File: src/rtl/b64e_pkg.sv
`default_nettype none

package b64e_pkg;

  localparam int unsigned QUEUE_DEPTH = 2;
  localparam int unsigned QPTR_W      = (QUEUE_DEPTH > 1) ? $clog2(QUEUE_DEPTH) : 1;
  localparam int unsigned QCNT_W      = $clog2(QUEUE_DEPTH + 1);

  localparam logic [7:0] UPPER_BASE = 8'h41;
  localparam logic [7:0] LOWER_BASE = 8'h61;
  localparam logic [7:0] DIGIT_BASE = 8'h30;
  localparam logic [7:0] PLUS_CHAR  = 8'h2b;
  localparam logic [7:0] SLASH_CHAR = 8'h2f;
  localparam logic [7:0] PAD_CHAR   = 8'h3d;

  // one 24-bit group waiting to be turned into four characters
  typedef struct packed {
    logic [23:0] group;
    logic [1:0]  pad_count;  // trailing '=' characters, 0..2
    logic        fin;        // group closes the message
  } b64e_group_t;

  typedef struct packed {
    logic full;
    logic empty;
  } b64e_q_status_t;

  function automatic logic [7:0] sextet_char(input logic [5:0] v);
    logic [7:0] w;
    logic [7:0] c;
    w = {2'b00, v};
    if (v <= 6'd25) begin
      c = UPPER_BASE + w;
    end else if (v <= 6'd51) begin
      c = LOWER_BASE + w - 8'd26;
    end else if (v <= 6'd61) begin
      c = DIGIT_BASE + w - 8'd52;
    end else if (v == 6'd62) begin
      c = PLUS_CHAR;
    end else begin
      c = SLASH_CHAR;
    end
    return c;
  endfunction

endpackage

`default_nettype wire

File: src/rtl/b64e_if.sv
`default_nettype none

interface b64e_byte_if;
  logic       valid;
  logic       ready;
  logic [7:0] data_byte;
  logic       final_byte;

  modport source (output valid, output data_byte, output final_byte, input ready);
  modport sink   (input valid, input data_byte, input final_byte, output ready);
endinterface

interface b64e_char_if;
  logic       valid;
  logic       ready;
  logic [7:0] out_char;
  logic       run_last;
  logic       message_last;

  modport source (output valid, output out_char, output run_last, output message_last,
                  input ready);
  modport sink   (input valid, input out_char, input run_last, input message_last,
                  output ready);
endinterface

`default_nettype wire

File: src/rtl/b64e_front.sv
`default_nettype none

module b64e_front
  import b64e_pkg::*;
(
  input  wire logic   clk_i,
  input  wire logic   rst_ni,
  b64e_byte_if.sink   in_i,
  input  wire logic   q_full_i,
  output b64e_group_t push_data_o,
  output logic        push_o
);

  logic [15:0] pend_q, pend_d;
  logic [1:0]  cnt_q, cnt_d;
  logic        accept;

  assign in_i.ready = !q_full_i;
  assign accept     = in_i.valid && !q_full_i;

  always_comb begin
    pend_d      = pend_q;
    cnt_d       = cnt_q;
    push_o      = 1'b0;
    push_data_o = '0;
    if (cnt_q >= 2'd2) begin
      push_data_o.group     = {pend_q, in_i.data_byte};
      push_data_o.pad_count = 2'd0;
    end else if (cnt_q == 2'd1) begin
      push_data_o.group     = {pend_q[7:0], in_i.data_byte, 8'h00};
      push_data_o.pad_count = 2'd1;
    end else begin
      push_data_o.group     = {in_i.data_byte, 16'h0000};
      push_data_o.pad_count = 2'd2;
    end
    push_data_o.fin = in_i.final_byte;
    if (accept) begin
      if (cnt_q >= 2'd2 || in_i.final_byte) begin
        push_o = 1'b1;
        cnt_d  = 2'd0;
      end else begin
        pend_d = {pend_q[7:0], in_i.data_byte};
        cnt_d  = cnt_q + 2'd1;
      end
    end
  end

  always_ff @(posedge clk_i or negedge rst_ni) begin
    if (!rst_ni) begin
      pend_q <= '0;
      cnt_q  <= '0;
    end else begin
      pend_q <= pend_d;
      cnt_q  <= cnt_d;
    end
  end

endmodule

`default_nettype wire

File: src/rtl/b64e_fifo.sv
`default_nettype none

module b64e_fifo
  import b64e_pkg::*;
(
  input  wire logic         clk_i,
  input  wire logic         rst_ni,
  input  wire logic         push_i,
  input  wire b64e_group_t  push_data_i,
  input  wire logic         pop_i,
  output b64e_group_t       pop_data_o,
  output b64e_q_status_t    status_o
);

  b64e_group_t       mem_q [QUEUE_DEPTH];
  logic [QPTR_W-1:0] wr_ptr_q, rd_ptr_q;
  logic [QCNT_W-1:0] cnt_q;
  logic              do_push, do_pop;

  function automatic logic [QPTR_W-1:0] ptr_inc(input logic [QPTR_W-1:0] p);
    logic [QPTR_W-1:0] r;
    if (p == QPTR_W'(QUEUE_DEPTH - 1)) begin
      r = '0;
    end else begin
      r = p + QPTR_W'(1);
    end
    return r;
  endfunction

  assign status_o.full  = (cnt_q == QCNT_W'(QUEUE_DEPTH));
  assign status_o.empty = (cnt_q == '0);
  assign do_push        = push_i && !status_o.full;
  assign do_pop         = pop_i && !status_o.empty;
  assign pop_data_o     = mem_q[rd_ptr_q];

  always_ff @(posedge clk_i) begin
    if (do_push) begin
      mem_q[wr_ptr_q] <= push_data_i;
    end
  end

  always_ff @(posedge clk_i or negedge rst_ni) begin
    if (!rst_ni) begin
      wr_ptr_q <= '0;
      rd_ptr_q <= '0;
      cnt_q    <= '0;
    end else begin
      if (do_push) begin
        wr_ptr_q <= ptr_inc(wr_ptr_q);
      end
      if (do_pop) begin
        rd_ptr_q <= ptr_inc(rd_ptr_q);
      end
      if (do_push && !do_pop) begin
        cnt_q <= cnt_q + QCNT_W'(1);
      end else if (do_pop && !do_push) begin
        cnt_q <= cnt_q - QCNT_W'(1);
      end
    end
  end

endmodule

`default_nettype wire

File: src/rtl/b64e_back.sv
`default_nettype none

module b64e_back
  import b64e_pkg::*;
(
  input  wire logic           clk_i,
  input  wire logic           rst_ni,
  input  wire b64e_group_t    pop_data_i,
  input  wire b64e_q_status_t q_status_i,
  output logic                pop_o,
  b64e_char_if.source         out_o
);

  b64e_group_t cur_q;
  logic        active_q;
  logic [1:0]  idx_q;
  logic        out_valid_q;
  logic [7:0]  out_char_q;
  logic        run_last_q, message_last_q;

  logic        load_out;
  logic        group_done;
  logic [5:0]  sextet;
  logic [2:0]  pos_sum;
  logic [7:0]  next_char;

  assign load_out   = active_q && (!out_valid_q || out_o.ready);
  assign group_done = load_out && (idx_q == 2'd3);
  assign pop_o      = (!active_q || group_done) && !q_status_i.empty;

  always_comb begin
    case (idx_q)
      2'd0:    sextet = cur_q.group[23:18];
      2'd1:    sextet = cur_q.group[17:12];
      2'd2:    sextet = cur_q.group[11:6];
      default: sextet = cur_q.group[5:0];
    endcase
    // a position at or beyond four minus the pad count is an '='
    pos_sum   = {1'b0, idx_q} + {1'b0, cur_q.pad_count};
    next_char = (pos_sum < 3'd4) ? sextet_char(sextet) : PAD_CHAR;
  end

  always_ff @(posedge clk_i) begin
    if (pop_o) begin
      cur_q <= pop_data_i;
    end
    if (load_out) begin
      out_char_q     <= next_char;
      run_last_q     <= (idx_q == 2'd3);
      message_last_q <= (idx_q == 2'd3) && cur_q.fin;
    end
  end

  always_ff @(posedge clk_i or negedge rst_ni) begin
    if (!rst_ni) begin
      active_q    <= 1'b0;
      idx_q       <= '0;
      out_valid_q <= 1'b0;
    end else begin
      if (load_out) begin
        out_valid_q <= 1'b1;
      end else if (out_o.ready) begin
        out_valid_q <= 1'b0;
      end
      if (pop_o) begin
        idx_q <= '0;
      end else if (load_out) begin
        idx_q <= idx_q + 2'd1;
      end
      if (pop_o) begin
        active_q <= 1'b1;
      end else if (group_done) begin
        active_q <= 1'b0;
      end
    end
  end

  assign out_o.valid        = out_valid_q;
  assign out_o.out_char     = out_char_q;
  assign out_o.run_last     = run_last_q;
  assign out_o.message_last = message_last_q;

endmodule

`default_nettype wire

File: src/rtl/base64_stream_encoder.sv
// Streaming base64 encoder, standard alphabet with '=' padding. Message bytes come
// in one beat each on in_i, the last one flagged by final_byte; characters go out
// one beat each on out_o. Every third byte yields four characters, and the final
// byte flushes a partial group of one or two bytes as two or three characters plus
// padding, so each group is always four characters. run_last marks the fourth
// character of a group and message_last the last character of the message. The
// input takes a byte every cycle while the two-entry group queue has room; the
// output emits one character per cycle while out_o is ready, so a long message
// settles at four characters per three bytes, a rate set by the single character
// output port. A completing byte reaches the output via the queue, the back's group
// register and the output register. An empty message cannot be expressed.
`default_nettype none

module base64_stream_encoder
  import b64e_pkg::*;
(
  input  wire logic    clk_i,
  input  wire logic    rst_ni,
  b64e_byte_if.sink    in_i,
  b64e_char_if.source  out_o
);

  // front to queue: a completed or flushed group
  b64e_group_t    push_data;
  logic           push;

  // queue to back
  b64e_group_t    pop_data;
  logic           pop;
  b64e_q_status_t q_status;

  // front: gathers bytes into groups, holds the pending bytes
  b64e_front u_front (
    .clk_i       (clk_i),
    .rst_ni      (rst_ni),
    .in_i        (in_i),
    .q_full_i    (q_status.full),
    .push_data_o (push_data),
    .push_o      (push)
  );

  // short queue so the byte side keeps going while characters drain
  b64e_fifo u_fifo (
    .clk_i       (clk_i),
    .rst_ni      (rst_ni),
    .push_i      (push),
    .push_data_i (push_data),
    .pop_i       (pop),
    .pop_data_o  (pop_data),
    .status_o    (q_status)
  );

  // back: turns one group into four characters, one per cycle while out_o is ready, into the output register
  b64e_back u_back (
    .clk_i      (clk_i),
    .rst_ni     (rst_ni),
    .pop_data_i (pop_data),
    .q_status_i (q_status),
    .pop_o      (pop),
    .out_o      (out_o)
  );

endmodule

`default_nettype wire

File: src/flat_wrapper.sv
// flat-port wrapper written by rule: the top's interface ports become plain ports
module base64_stream_encoder_flat import b64e_pkg::*;
  (clk_i, rst_ni, in_i_valid, in_i_data_byte, in_i_final_byte, in_i_ready, out_o_valid, out_o_out_char, out_o_run_last, out_o_message_last, out_o_ready);
  b64e_byte_if in_i_i ();
  b64e_char_if out_o_i ();
  input  wire logic clk_i;
  input  wire logic rst_ni;
  input wire logic [$bits(in_i_i.valid)-1:0] in_i_valid;
  input wire logic [$bits(in_i_i.data_byte)-1:0] in_i_data_byte;
  input wire logic [$bits(in_i_i.final_byte)-1:0] in_i_final_byte;
  output wire logic [$bits(in_i_i.ready)-1:0] in_i_ready;
  output wire logic [$bits(out_o_i.valid)-1:0] out_o_valid;
  output wire logic [$bits(out_o_i.out_char)-1:0] out_o_out_char;
  output wire logic [$bits(out_o_i.run_last)-1:0] out_o_run_last;
  output wire logic [$bits(out_o_i.message_last)-1:0] out_o_message_last;
  input wire logic [$bits(out_o_i.ready)-1:0] out_o_ready;
  assign in_i_i.valid = in_i_valid;
  assign in_i_i.data_byte = in_i_data_byte;
  assign in_i_i.final_byte = in_i_final_byte;
  assign in_i_ready = in_i_i.ready;
  assign out_o_valid = out_o_i.valid;
  assign out_o_out_char = out_o_i.out_char;
  assign out_o_run_last = out_o_i.run_last;
  assign out_o_message_last = out_o_i.message_last;
  assign out_o_i.ready = out_o_ready;
  base64_stream_encoder u_core (.clk_i(clk_i), .rst_ni(rst_ni), .in_i(in_i_i), .out_o(out_o_i));
endmodule
File: config.mk
export PLATFORM = sky130hd
export DESIGN_NAME = base64_stream_encoder_flat
export DESIGN_NICKNAME = d
export VERILOG_FILES = /design/src/rtl/b64e_pkg.sv /design/src/rtl/b64e_if.sv /design/src/rtl/b64e_front.sv /design/src/rtl/b64e_fifo.sv /design/src/rtl/b64e_back.sv /design/src/rtl/base64_stream_encoder.sv /design/src/flat_wrapper.sv
export SDC_FILE = /design/constraint.sdc
export NUM_CORES = 1
export LEC_CHECK = 0
export BUFFER_PORTS_ARGS = -buffer_cell sky130_fd_sc_hd__buf_2
export CAP_MARGIN = 15
export CORE_MARGIN = 3
export CORE_UTILIZATION = 50
export CTS_CLUSTER_DIAMETER = 40
export DETAILED_ROUTE_END_ITERATION = 8
export PLACE_DENSITY_LB_ADDON = 0.15
export SLEW_MARGIN = 10
export SYNTH_ARGS = -nofsm -noshare
export SYNTH_HDL_FRONTEND = slang
export SYNTH_HIERARCHICAL = 1
export SYNTH_SLANG_ARGS = --single-unit
File: constraint.sdc
create_clock -name clk_i -period 7.3 [get_ports clk_i]
set_clock_uncertainty 0.2 [all_clocks]
set_input_delay 0.73 -clock clk_i [delete_from_list [all_inputs] [get_ports clk_i]]
set_output_delay 0.73 -clock clk_i [all_outputs]
set_load 0.1 [all_outputs]
==> impl_metrics.ini <==
[synth]
synth_top_flop_cell = edfxtp_1
yosysWarnings = 6
syn_area_mm2 = 0.00549
async_reset_ff_share_pct = 22.2
synthTopCellsByCount = 91 x edfxtp_1, 37 x nand2_1, 27 x mux2_4
yosysTopAreaCell = edfxtp_1
synth_edf_count = 91
ys_seq_area_share_pct = 61.6
syn_nets = 420
synth_cells = 387
synthTopCellsByArea = edfxtp_1 50%, dfrtp_1 12%, mux2_4 7.4%
synth_top_area_share_pct = 49.8
synth-seq-cells = 117
yosys.cell_types.count = 55
avgSynthCellArea_um2 = 14.2
yosysMostFrequentCell = edfxtp_1

[cts]
cts-root-buf = clkbuf_8
cts.sinks = 117
clk_pin_slew_ns = 0.05
cts_tree = yes
clockBufferDepth = 2
post_cts_resize_count = 0
clk_latency_ns = 0.50
cts_setup_buffers = 0
cts_made_buffers = 17
cts_max_level = 4
cts_hold_buf = 0

[timing]
min_period_ns = 3.95
rsz0062_at_grt = false
max_slew.worst_pin.slew_ns = 0.941
drv_slew = 0
maxSlewHeadroom_pct = 37.2
period_share_pct = 54.1
max_freq_mhz = 253
hold_ws_ns = 0.0410
setup_viol = 0
hold_viol_final = 0
fin_tns_setup_ns = 0

[critical_path]
timing.rr.end = u_core/u_back/out_o.out_char[3]
required_ns = 7.33
cpLargestDelayFamily = compound AO/OA/AOI/OAI gates
r2r_slack_ns = 3.35
critical_path.max_stage_delay_ns = 0.53
crit_end = u_core/u_back/out_o.out_char[3]
rr_worst_depth = 12
worstPathCellList = inv_1 -> ha_1 -> a222oi_1 -> a21oi_1 -> inv_1 -> ha_1 -> nor2b_1 -> a32oi_1 -> a31oi_2 -> o31ai_1 -> a31oi_1 -> nand3b_1
cp_slowest_cell = a21oi_1
cp_max_fo = 7
end_kind = flop
critPathKind = reg -> reg
crit_start = u_core/u_back/idx_q[0]
path_buf_inv = 2
cp.depth = 12
r2r-start = u_core/u_back/idx_q[0]
worst_ep_arrival_time_ns = 3.98
crit_path_start_kind = flop

[global_routing]
grt_pass1_wl_um = 16300
grt_pass1_vias = 3140
grt_max_degree = 35
grt-ovfl-total = 0
antenna_found_initial = 0
grtUsageTotal_pct = 17.1

[route]
antenna_left = 0
drt_iter0_drc = 186
firstDrtPassIters = 4
via_per_inst = 5.40
vias = 3071
routedWlPerCell_um = 17.1
route.detailed.drc = 0
wl_um = 9750

[floorplanning]
start_util_pct = 52.2
rows = 37
fp.coreArea_mm2 = 0.0105
die-area_mm2 = 0.0123
die_y_um = 111
num_io_pins = 25
die_x_um = 111

[run_status]
status = finished, final reports clean

[cells_and_area]
n_antenna_cell = 0
final_area_mm2 = 0.00628
finish.net_count = 453
syn_to_final_growth_pct = 14.5
stdcell_count = 569
drive_above_1_share_pct = 24.7

[placed_design]
portBuffers = 24
gp_congestion = 0.861
hpwl_um = 6810
place_area_mm2 = 0.00570
placedCellCount = 537

[min_path]
hp-class = in -> async

[job]
max_cap_violations = 0
==> metal layers <==
metal	part of all wire [%]	global-route usage (%)	vias to the layer above
met3	2.7	4.80	14
met1	46	21.8	1487
li1	-	-	1503
met4	2.1	8.21	0
met2	49	27.1	67
met5	0	0	-
==> worst register-to-register path, stage by stage (launching register included) <==
cell and delay (ns):
dfrtp_1 0.42, inv_1 0.14, ha_1 0.31, a222oi_1 0.15
a21oi_1 0.53, inv_1 0.24, ha_1 0.26, nor2b_1 0.13
a32oi_1 0.38, a31oi_2 0.22, o31ai_1 0.39, a31oi_1 0.13
nand3b_1 0.17
==> how the worst min path moves through the flow <==
stage,slack [ns],from,cells past startpoint,endpoint
finish,0.04,rst_ni,1,u_core/u_front/cnt_q[1]
global route,0.05,rst_ni,1,u_core/u_front/cnt_q[1]
CTS,0.05,rst_ni,1,u_core/u_front/cnt_q[1]
detailed placement,0.29,u_core/u_front/pend_q[13],1,u_core/u_front/pend_q[13]
global placement,0.29,u_core/u_front/pend_q[15],1,u_core/u_front/pend_q[15]
floorplan,0.23,rst_ni,0,u_core/u_back/active_q
==> through the flow <==
stage,setup slack (ns),utilization [%]
detailed placement,3.44,54.2
CTS,3.42,59.8
finish,3.35,59.8
floorplan,3.51,-
global route,3.00,59.8
global placement,3.61,54.2
==> sequential cells by signal (all words and copies together) (netlist names) <==
signal and count:
u_core/u_back/out_o.run_last 1, u_core/u_fifo/wr_ptr_q 1, u_core/u_back/idx_q 2, u_core/u_fifo/mem_q 54, u_core/u_back/out_o.out_char 8, u_core/u_back/active_q 1
u_core/u_fifo/cnt_q 2, u_core/u_front/cnt_q 2, u_core/u_back/out_o.message_last 1, u_core/u_back/out_o.valid 1, u_core/u_back/cur_q 27, u_core/u_front/pend_q 16
u_core/u_fifo/rd_ptr_q 1
==> logic make-up (layout without fill, tap and decap cells) <==
family                     Yosys count  after routing  share of synthesized area, %
AOI/OAI and AO/OA                   64             64                          7.82
xor gates and xnor gates            11             11                          1.76
adders and majority gates           20             20                          4.56
buffers and inverters               30             76                          3.28
DFF                                117            117                          61.6
muxes                               54             54                          12.7
and+or+nand+nor                     91             91                          8.27
==> final cells by class <==
| cell class | count | area [um2] |
|---|---|---|
| Fill cell | 808 | 4220 |
| Sequential cell | 117 | 3380 |
| Multi-Input combinational cell | 240 | 1930 |
| Clock buffer | 20 | 425 |
| Tap cell | 136 | 170 |
| Clock inverter | 12 | 160 |
| Timing Repair Buffer | 29 | 158 |
| Inverter | 15 | 56.3 |
==> cell usage in the layout, fill, tap and decap left out, drive strengths merged, types with 2 or more instances in the layout <==
cell type | synthesis | routed
nor2b | 8 | 8
inv | 15 | 15
mux2i | 11 | 11
nand4 | 2 | 2
a21o | 7 | 7
clkinv | 0 | 7
nand3b | 2 | 2
a21oi | 11 | 11
mux2 | 43 | 43
buf | 10 | 29
dfrtp | 26 | 26
and2 | 9 | 9
nor2 | 12 | 12
o21ai | 22 | 22
xor2 | 3 | 3
o221ai | 2 | 2
o31ai | 2 | 2
nand2 | 37 | 37
clkbuf | 5 | 20
a31oi | 4 | 4
a222oi | 5 | 5
and4 | 2 | 2
ha | 20 | 20
nor3 | 3 | 3
bufinv | 0 | 4
nand3 | 7 | 7
edfxtp | 91 | 91
or2 | 2 | 2
a31o | 2 | 2
xnor2 | 8 | 8
nand2b | 4 | 4
Power is not shown: default switching activity piles up to over one toggle a cycle in this logic, so the estimate is an artifact.
